==> config.mk <==
export PLATFORM = sky130hd
export DESIGN_NAME = pending_ack_table
export DESIGN_NICKNAME = d
export VERILOG_FILES = /design/src/sv/pat_pkg.sv /design/src/sv/pat_mem.sv /design/src/sv/pat_scan.sv /design/src/sv/pending_ack_table.sv
export SDC_FILE = /design/constraint.sdc
export NUM_CORES = 2
export LEC_CHECK = 0
export BUFFER_PORTS_ARGS = -buffer_cell sky130_fd_sc_hd__buf_2
export CAP_MARGIN = 20
export CORE_MARGIN = 2
export CORE_UTILIZATION = 54
export CTS_BUF_LIST = sky130_fd_sc_hd__clkbuf_8
export CTS_CLUSTER_DIAMETER = 80
export DETAILED_ROUTE_END_ITERATION = 6
export GPL_TIMING_DRIVEN = 0
export PLACE_DENSITY = 0.77
export SKIP_CTS_REPAIR_TIMING = 1
export SYNTH_ARGS = -nofsm -noshare
export SYNTH_HDL_FRONTEND = slang
export SYNTH_SLANG_ARGS = --single-unit
==> constraint.sdc <==
create_clock -name clk -period 4.23 [get_ports clk]
set_input_delay 0.6345 -clock clk [delete_from_list [all_inputs] [get_ports clk]]
set_output_delay 0.6345 -clock clk [all_outputs]
set_load 0.01 [all_outputs]
==> src/sv/pat_pkg.sv <==
// types and codes shared by the pending acknowledgement table
`timescale 1ns / 1ps
`default_nettype none

package pat_pkg;

	localparam logic KIND_RECORD  = 1'b0;
	localparam logic KIND_CONFIRM = 1'b1;

	localparam logic [1:0] STS_RECORDED  = 2'd0;
	localparam logic [1:0] STS_FULL      = 2'd1;
	localparam logic [1:0] STS_CONFIRMED = 2'd2;
	localparam logic [1:0] STS_NOT_FOUND = 2'd3;

	localparam logic [8:0] ACK_OFFSET = 9'd10;

	typedef struct packed {
		logic        kind;
		logic [7:0]  command;
		logic [15:0] sequence_req;
	} pat_req_t;

	typedef struct packed {
		logic [1:0] status;
		logic [5:0] slot;
	} pat_rsp_t;

	typedef struct packed {
		logic        valid;
		logic [7:0]  command;
		logic [15:0] seq_num;
	} pat_entry_t;

endpackage

`default_nettype wire

==> src/sv/pat_mem.sv <==
// slot memory: one write port, one registered read port
`timescale 1ns / 1ps
`default_nettype none

module pat_mem #(
	parameter int ENTRIES = 64,
	parameter int AW      = 6
) (
	input  wire logic                clk,
	input  wire logic                wr_en,
	input  wire logic [AW-1:0]       wr_addr,
	input  wire pat_pkg::pat_entry_t wr_data,
	input  wire logic                rd_en,
	input  wire logic [AW-1:0]       rd_addr,
	output pat_pkg::pat_entry_t      rd_data
);
	import pat_pkg::*;

	pat_entry_t mem_q [ENTRIES];
	pat_entry_t rd_data_q;

	always_ff @(posedge clk) begin
		if (wr_en) begin
			mem_q[wr_addr] <= wr_data;
		end
		if (rd_en) begin
			rd_data_q <= mem_q[rd_addr];
		end
	end

	assign rd_data = rd_data_q;

endmodule

`default_nettype wire

==> src/sv/pat_scan.sv <==
// scan sequencer: clearing pass, slot search and write-back
`timescale 1ns / 1ps
`default_nettype none

module pat_scan #(
	parameter int ENTRIES = 64,
	parameter int AW      = 6
) (
	input  wire logic                clk,
	input  wire logic                arst_n,
	input  wire logic                start,
	input  wire pat_pkg::pat_req_t   request,
	output logic                     busy,
	output logic                     done,
	output pat_pkg::pat_rsp_t        result,
	output logic                     rd_en,
	output logic [AW-1:0]            rd_addr,
	input  wire pat_pkg::pat_entry_t rd_data,
	output logic                     wr_en,
	output logic [AW-1:0]            wr_addr,
	output pat_pkg::pat_entry_t      wr_data
);
	import pat_pkg::*;

	localparam logic [1:0] ST_CLEAR = 2'd0;
	localparam logic [1:0] ST_IDLE  = 2'd1;
	localparam logic [1:0] ST_SCAN  = 2'd2;

	localparam logic [AW-1:0] LAST = AW'(ENTRIES - 1);

	logic [1:0]    state_q;
	logic [AW-1:0] addr_q;
	logic          done_q;
	pat_req_t      req_q;
	pat_rsp_t      rsp_q;
	pat_rsp_t      rsp_d;
	logic [8:0]    want;
	logic          hit;
	logic          last;
	logic          accept;
	logic          finish;

	assign want   = {1'b0, req_q.command} + ACK_OFFSET;
	assign last   = (addr_q == LAST);
	assign accept = (state_q == ST_IDLE) && start;

	always_comb begin
		if (req_q.kind == KIND_RECORD) begin
			hit = !rd_data.valid;
		end else begin
			hit = rd_data.valid && ({1'b0, rd_data.command} == want)
				&& (rd_data.seq_num == req_q.sequence_req);
		end
	end

	assign finish = (state_q == ST_SCAN) && (hit || last);

	always_comb begin
		if (hit) begin
			rsp_d.status = (req_q.kind == KIND_RECORD) ? STS_RECORDED : STS_CONFIRMED;
			rsp_d.slot   = 6'(addr_q);
		end else begin
			rsp_d.status = (req_q.kind == KIND_RECORD) ? STS_FULL : STS_NOT_FOUND;
			rsp_d.slot   = '0;
		end
	end

	// read next entry while the current one is checked
	assign rd_en   = accept || ((state_q == ST_SCAN) && !hit && !last);
	assign rd_addr = (state_q == ST_IDLE) ? '0 : addr_q + AW'(1);

	assign wr_en   = (state_q == ST_CLEAR) || ((state_q == ST_SCAN) && hit);
	assign wr_addr = addr_q;

	always_comb begin
		if (state_q == ST_CLEAR) begin
			wr_data = '0;
		end else if (req_q.kind == KIND_RECORD) begin
			wr_data.valid   = 1'b1;
			wr_data.command = req_q.command;
			wr_data.seq_num = req_q.sequence_req;
		end else begin
			wr_data.valid   = 1'b0;
			wr_data.command = rd_data.command;
			wr_data.seq_num = rd_data.seq_num;
		end
	end

	always_ff @(posedge clk or negedge arst_n) begin
		if (!arst_n) begin
			state_q <= ST_CLEAR;
			addr_q  <= '0;
			done_q  <= 1'b0;
		end else begin
			done_q <= 1'b0;
			unique case (state_q)
				ST_CLEAR: begin
					if (last) begin
						state_q <= ST_IDLE;
						addr_q  <= '0;
					end else begin
						addr_q <= addr_q + AW'(1);
					end
				end
				ST_IDLE: begin
					if (start) begin
						state_q <= ST_SCAN;
						addr_q  <= '0;
					end
				end
				ST_SCAN: begin
					if (hit || last) begin
						state_q <= ST_IDLE;
						done_q  <= 1'b1;
					end else begin
						addr_q <= addr_q + AW'(1);
					end
				end
				default: begin
					state_q <= ST_IDLE;
				end
			endcase
		end
	end

	always_ff @(posedge clk) begin
		if (accept) begin
			req_q <= request;
		end
		if (finish) begin
			rsp_q <= rsp_d;
		end
	end

	assign busy   = (state_q != ST_IDLE);
	assign done   = done_q;
	assign result = rsp_q;

endmodule

`default_nettype wire

==> src/sv/pending_ack_table.sv <==
// top level of the pending acknowledgement table
// a request is taken when start is high and busy is low; busy then stays high
// while the slot memory is scanned one entry per cycle (one read port)
// done pulses for one cycle with the result when the scan stops at a hit or at the last
// entry, and busy falls with it; the receiver cannot stall
// after reset a clearing pass empties the memory with busy high
`timescale 1ns / 1ps
`default_nettype none

module pending_ack_table #(
	parameter int ENTRIES = 64
) (
	input  wire logic              clk,
	input  wire logic              arst_n,
	input  wire logic              start,
	input  wire pat_pkg::pat_req_t request,
	output logic                   busy,
	output logic                   done,
	output pat_pkg::pat_rsp_t      result
);
	import pat_pkg::*;

	localparam int AW = (ENTRIES > 1) ? $clog2(ENTRIES) : 1;

	logic          rd_en;
	logic [AW-1:0] rd_addr;
	pat_entry_t    rd_data;
	logic          wr_en;
	logic [AW-1:0] wr_addr;
	pat_entry_t    wr_data;

	pat_scan #(
		.ENTRIES(ENTRIES),
		.AW     (AW)
	) u_scan (
		.clk    (clk),
		.arst_n (arst_n),
		.start  (start),
		.request(request),
		.busy   (busy),
		.done   (done),
		.result (result),
		.rd_en  (rd_en),
		.rd_addr(rd_addr),
		.rd_data(rd_data),
		.wr_en  (wr_en),
		.wr_addr(wr_addr),
		.wr_data(wr_data)
	);

	pat_mem #(
		.ENTRIES(ENTRIES),
		.AW     (AW)
	) u_mem (
		.clk    (clk),
		.wr_en  (wr_en),
		.wr_addr(wr_addr),
		.wr_data(wr_data),
		.rd_en  (rd_en),
		.rd_addr(rd_addr),
		.rd_data(rd_data)
	);

	a_done_idle: assert property (@(posedge clk) disable iff (!arst_n)
		done |-> !busy)
		else $error("result strobe while scan still running");

	a_accept_busy: assert property (@(posedge clk) disable iff (!arst_n)
		(start && !busy) |=> busy)
		else $error("accepted request did not start a scan");

	a_miss_slot: assert property (@(posedge clk) disable iff (!arst_n)
		(done && (result.status == STS_FULL || result.status == STS_NOT_FOUND))
		|-> (result.slot == '0))
		else $error("miss result carries a nonzero slot");

	a_write_scan: assert property (@(posedge clk) disable iff (!arst_n)
		(wr_en && !busy) |-> 1'b0)
		else $error("memory write outside scan or clearing pass");

endmodule

`default_nettype wire
# Yosys cells after proc, flatten, opt, wreduce, memory -nomap -nowiden

Memory sizes are Yosys's and may differ from the RTL's. A register that Yosys moved wholly into a read port is not among the register bits.
Cells that the tools add are included.

Register bits: 42
RAM bits: 1600
Output and inout port bits: 10
Word-level logic and storage cells: 57
Memories: 1

Add/subtract/negate cells: 2
Equal/unequal tests: 10
Muxes and demuxes: 19
Reductions and logical operators: 17

Memory list:

| name        | depth | bits a word | read ports | clocked after memory_dff | wr ports | RTL line      | source |
|---|---|---|---|---|---|---|---|
| u_mem.mem_q | 64    | 25          | 1          | 1                        | 1        | pat_mem.sv:19 | `pat_entry_t mem_q [ENTRIES];` |

Operators by type and width:

| cell                                                | count |
|---|---|
| 2-to-1 mux 25 bit                                   | 2 |
| 2-to-1 mux 6 bit                                    | 4 |
| case mux 6 bit (3 select lines)                     | 1 |
| equality test 16 bit                                | 1 |
| 2-to-1 mux 2 bit                                    | 5 |
| adder 8 x 4 -> 9 bit, second input constant         | 1 |
| equality test 8 x 9 -> 1 bit                        | 1 |
| 2-to-1 mux 8 bit                                    | 1 |
| logical AND 1 bit                                   | 7 |
| adder 6 x 1 -> 6 bit, second input constant         | 1 |
| equality test 6 bit, second input constant          | 1 |
| != test 2 bit, second input constant                | 3 |
| case mux 2 bit (3 select lines)                     | 1 |
| AND reduction 3 bit                                 | 2 |
| 2-to-1 mux 1 bit                                    | 5 |
| != test 2 x 1 -> 1 bit, second input constant       | 2 |
| zero test 1 bit                                     | 3 |
| logical OR 1 bit                                    | 3 |
| nonzero test 3 bit                                  | 1 |
| equality test 2 x 1 -> 1 bit, second input constant | 1 |
| equality test 2 bit, second input constant          | 1 |
| zero test 2 bit                                     | 1 |

# Longest topological paths before layout

Word-level depth: 9
Gate-level depth with buffers: 13
Depth with buffers taken out: 8

# By module

Synthesis repeated with hierarchy kept, for this count alone.

Cell total of the unflattened synthesis: 3078
Area, all modules: 65225.1 µm²

By module, submodules not included:

| module   | instances | cells each | area each (µm²) | seq. area each (µm²) |
|---|---|---|---|---|
| pat_mem  | 1         | 2850       | 62747.7         | 48796.8 |
| pat_scan | 1         | 228        | 2477.4          | 1216.2 |

# Worst setup path after synthesis

No wires, ideal clock.

Kind: register to register
Start point: register u_scan.req_q[17] (netlist name)
End point: memory u_mem.mem_q[12][0] (netlist name), enable pin
Setup time: 0.444 ns
Data arrival time: 3.971 ns
Required time: 3.786 ns
Setup slack: -0.185 ns
Stages on the path, launching flop included: 10
Clock period less this slack: 4.415 ns
Cells stage by stage: edfxtp_1 > ha_1 > nor4bb_1 > a21oi_1 > o21a_1 > o41a_1 > o21ba_1 > buf_2 > buf_2 > nor3b_1

Word-level cells in the longest chain between the ends: 9

Ends and longest elaborated chain:

| item                                   | RTL line        | source |
|---|---|---|
| start: declaration                     | pat_scan.sv:34  | `pat_req_t req_q;` |
| start signal: assignment               | pat_scan.sv:128 | `req_q <= request;` |
| adder 8 x 4 -> 9 bit                   | pat_scan.sv:43  | `assign want = {1'b0, req_q.command} + ACK_OFFSET;` |
| equality test 8 x 9 -> 1 bit           | pat_scan.sv:51  | `hit = rd_data.valid && ({1'b0, rd_data.command} == want)` |
| logical AND 1 bit                      | pat_scan.sv:51  |  |
| logical AND 1 bit                      | pat_scan.sv:52  | `&& (rd_data.seq_num == req_q.sequence_req);` |
| 2-to-1 mux 1 bit                       | pat_scan.sv:48  | `if (req_q.kind == KIND_RECORD) begin` |
| logical AND 1 bit                      | pat_scan.sv:72  | `assign wr_en = (state_q == ST_CLEAR) \|\| ((state_q == ST_SCAN) && hit);` |
| logical OR 1 bit                       | pat_scan.sv:72  |  |
| 2-to-1 mux 1 bit                       | pat_mem.sv:23   | `if (wr_en) begin` |
| 2-to-1 mux 1 bit (not written as such) | pat_mem.sv:24   | `mem_q[wr_addr] <= wr_data;` |
| end: declaration                       | pat_mem.sv:19   |  |

Every way passes these cells.

# Final worst setup path

Start point: register u_scan.state_q[1]
End point: register u_mem.rd_data[10] (netlist name)

Word-level cells in the longest chain between the ends: 4

Ends and longest elaborated chain:

| item                            | RTL line        | source |
|---|---|---|
| start: declaration              | pat_scan.sv:31  | `logic [1:0] state_q;` |
| start signal: assignment        | pat_scan.sv:91  | `state_q <= ST_CLEAR;` |
| start signal: assignment        | pat_scan.sv:99  | `state_q <= ST_IDLE;` |
| start signal: assignment        | pat_scan.sv:107 | `state_q <= ST_SCAN;` |
| equality test 2 bit             | pat_scan.sv:69  | `assign rd_en = accept \|\| ((state_q == ST_SCAN) && !hit && !last);` |
| logical AND 1 bit (2 in series) | pat_scan.sv:69  |  |
| logical OR 1 bit                | pat_scan.sv:69  |  |

Parallel ways exist; a longest one is shown, timed or not.
A chain may end at the register's enable or synchronous reset.

==> results.md <==
* Clock root buffer: sky130_fd_sc_hd__clkbuf_8
* Setup repair after global routing missed its margin: true
* Endpoints failing setup at 33
* Outcome: finished with violations
* Crit. End Element: flip-flop
* Lkg Pwr at 0.0261 µW
* Area of combinational cells with multiple inputs at 0.0159 mm²
* IR drop worst, VDD at 0.747 mV
* Antenna violations before repair at 9
* Total detailed-routing wirelength at 223000 µm
* Nets@finish at 4325
* Count of mapped cells out of synthesis at 3698
* Accumulated negative setup slack at -1770 ps
* Post-detailed-route DRC marker count at 0
* Power per unit of standard cell area at 772 mW/mm²
* Pre-CTS setup slack at -1110 ps
* FMAX at 218 MHz
* Arr. time, crit path at 5300 ps
* Synth cell count leaders: sky130_fd_sc_hd__edfxtp_1, sky130_fd_sc_hd__mux2i_1, sky130_fd_sc_hd__clkbuf_1
* Number of enable flip-flop cells after synthesis at 1658
* GRT Total Usage at 34.7%
* Wire length of the first global-routing pass at 304000 µm
* Cell Area, Synth at 0.0663 mm²
* Time the worst path needs with I/O delays and setup at 4590 ps
* Area of the core at 0.122 mm²
* Fraction of the cycle the final worst path needs at 109%
* Cells taking the most area after synthesis: sky130_fd_sc_hd__edfxtp_1, sky130_fd_sc_hd__mux4_2, sky130_fd_sc_hd__mux2i_1
* Commonest register cell after synthesis: sky130_fd_sc_hd__edfxtp_1
* Share of layout cells above drive strength 1 at 23.5%
* Path class of the lowest-slack min-delay path: input pin to async pin
* Count of boundary I/O pins at 38
* Final count of hold timing violations at 0
* Transition time at the pin with the least slew margin at 1500 ps
* WP data required at 4940 ps
* Yosys Warn Count at 0
* Die Height at 355 µm
* Area Overhead vs Synth at 18.7%
* Clock Sink Count at 1667
* Slew Limit Headroom at -0.330%
* Die Width at 355 µm
* Smallest hold slack at 72.9 ps
* Library cell occupying the most area in the post-synthesis netlist: sky130_fd_sc_hd__edfxtp_1
* Number of buffers created by CTS at 277
* Failing checks: max-capacitance violations, max-slew violations, negative setup slack
* Clock skew after layout at 71.1 ps
* Detailed route wirelength on metal2 at 95700 µm
* Final weighted congestion in routability-driven placement at 1.02
* Clock network latency to the later pin of the worst-skew pair at 1000 ps
* Count of different cell masters after synthesis at 60
* Maximum number of pins on one net before global-route repair at 45
* Post-detail-place hpwl at 151000 µm
* Average size of a mapped cell at 17.9 µm²
* Post-Route M1 WL at 73800 µm
* Share of synthesized area occupied by flip-flops and latches at 75.4%
* Share of async-settable or async-resettable flops after synthesis at 0.540%
* DR vias/cell at 7.07
* Final WS setup at -363 ps
* Fill cells at 7924
* DR pass1 iterations at 6
* Global route overflow at 0
* Average wire per cell in the routed design at 36.5 µm
* Synth top area share at 75.0%
* Number of nets with antenna violations after detailed routing at 0
* Final-report max-slew violation count at 9
* Crit Path Class: flip-flop to flip-flop
* Top fanout value on the critical path at 10
* Number of rows in the core area at 128
* Vias in the first global route at 40905
* Top-count cell post-synth: sky130_fd_sc_hd__edfxtp_1
* Initial DRC Count at 8474
* Max cap viols at 1
* Met3 Wirelength at 35600 µm
* CTS tree: built
* H-tree depth at 5
* Seq cells post-synth at 1667
* Reg area at 0.0500 mm²
* Clock slew seen by the registers of the worst setup and hold paths at 70 ps
* Maximum buffer depth of the clock tree at 4
* Synth Net Count at 3731
* Final core utilization at 64.6%
* Total die area at 0.126 mm²
* IO Port Bufs at 37
* Initial core utilization at 54.4%
* Uppermost metal layer occupied by signal nets: met5
* Startpoint Class: flip-flop
* Number of vias after detailed routing at 43218
## kinds of logic (layout without fill, tap and decap cells)
kind of cell | count (synthesis) | count (layout) | synth area share (%)
other | 0 | 4 | 0
and+or+nand+nor | 493 | 493 | 4.09
adders and majority gates | 5 | 5 | 0.0943
DFF | 1667 | 1667 | 75.4
xor gates and xnor gates | 30 | 30 | 0.447
buffers and inverters | 315 | 1098 | 2.13
AOI/OAI and AO/OA | 747 | 747 | 7.97
muxes | 441 | 441 | 9.88
## registers in the layout, indices dropped and copies added, names as in the netlist
name            flops
u_mem.mem_q      1600
u_scan.done         1
u_scan.state_q      2
u_scan.wr_addr      6
u_scan.req_q       25
u_mem.rd_data      25
u_scan.result       8
## layout by cell type (no fill, tap or decap), types with 12 or more instances in the layout
master and n:
sky130_fd_sc_hd__a211oi_2 13, sky130_fd_sc_hd__a2111oi_0 115, sky130_fd_sc_hd__mux2i_1 267, sky130_fd_sc_hd__o21ai_1 66, sky130_fd_sc_hd__buf_12 49, sky130_fd_sc_hd__clkinv_2 29, sky130_fd_sc_hd__nor3_4 55, sky130_fd_sc_hd__a211oi_1 67
sky130_fd_sc_hd__buf_8 33, sky130_fd_sc_hd__edfxtp_1 1658, sky130_fd_sc_hd__xor2_1 21, sky130_fd_sc_hd__buf_1 16, sky130_fd_sc_hd__dlygate4sd3_1 26, sky130_fd_sc_hd__a311oi_1 37, sky130_fd_sc_hd__inv_1 93, sky130_fd_sc_hd__clkbuf_8 281
sky130_fd_sc_hd__o21ai_0 166, sky130_fd_sc_hd__and2_1 15, sky130_fd_sc_hd__nand3_1 142, sky130_fd_sc_hd__a21oi_1 12, sky130_fd_sc_hd__buf_2 112, sky130_fd_sc_hd__nor2_4 26, sky130_fd_sc_hd__clkinv_1 56, sky130_fd_sc_hd__clkbuf_1 154
sky130_fd_sc_hd__buf_6 41, sky130_fd_sc_hd__mux4_2 171, sky130_fd_sc_hd__o22ai_1 100, sky130_fd_sc_hd__nor3b_1 80, sky130_fd_sc_hd__buf_4 100, sky130_fd_sc_hd__nand2_1 84, sky130_fd_sc_hd__buf_16 56, sky130_fd_sc_hd__nor2_1 13
sky130_fd_sc_hd__and4_1 17, sky130_fd_sc_hd__a32oi_1 135, sky130_fd_sc_hd__clkbuf_2 29, sky130_fd_sc_hd__nor4_1 13
## path summary, 6_finish.rpt
check	from	end	slack, ps	depth (start not counted)
max	u_scan.state_q[1]$_DFFE_PN0P_	u_mem.rd_data[10]$_DFFE_PP_	-360	10
min	arst_n	u_scan.state_q[0]$_DFFE_PN0P_	70	2
max reg2reg	u_scan.state_q[1]$_DFFE_PN0P_	u_mem.rd_data[10]$_DFFE_PP_	-360	10
min reg2reg	u_scan.req_q[24]$_DFFE_PP_	u_scan.result[7]$_DFFE_PP_	480	0
max in group asynchronous	arst_n	u_scan.wr_addr[5]$_DFFE_PN0P_	3960	2
min in group clk	start	u_scan.state_q[0]$_DFFE_PN0P_	80	4
## worst max-delay path: stages, from the launching register on
cell                       delay (ps)
sky130_fd_sc_hd__dfrtp_1          410
sky130_fd_sc_hd__inv_1             90
sky130_fd_sc_hd__ha_1             390
sky130_fd_sc_hd__buf_4            390
sky130_fd_sc_hd__inv_2            150
sky130_fd_sc_hd__nand2_1          500
sky130_fd_sc_hd__clkbuf_1         520
sky130_fd_sc_hd__a311oi_1         330
sky130_fd_sc_hd__a211oi_1        1020
sky130_fd_sc_hd__o21ai_0          220
sky130_fd_sc_hd__and4_1           300
## metrics by stage
step                      std cells  instance area, µm²  power (µW)
after floorplan                3698               66600       34800
after global placement         5360               68800       44800
after detailed placement       5515               72400       46300
after CTS                      5983               77200       58900
after global routing           6107               78700       61600
final                          6110               78700       60800
## routing by layer
| metal | track usage [%] | vias to the layer above |
|---|---|---|
| met5 | 1.02 | - |
| met4 | 22.0 | 10 |
| met3 | 12.2 | 891 |
| met2 | 49.7 | 4233 |
| met1 | 45.3 | 21431 |
| li1 | - | 16653 |
## final cells by class
class                           instances  area share, %
Antenna cell                            4         0.0127
Buffer                                304           1.80
Clock buffer                          281           4.91
Clock inverter                        187           1.23
Inverter                               10         0.0477
Multi-Input combinational cell       1716           20.3
Sequential cell                      1667           63.5
Tap cell                             1625           2.58
Timing Repair Buffer                  316           5.64
## where the power goes
part | total [µW] | switching [µW] | internal [µW]
logic | 26100 | 18800 | 7290
clock network | 12900 | 6350 | 6590
registers | 21700 | 268 | 21500
(Power assumes the default switching activity.)
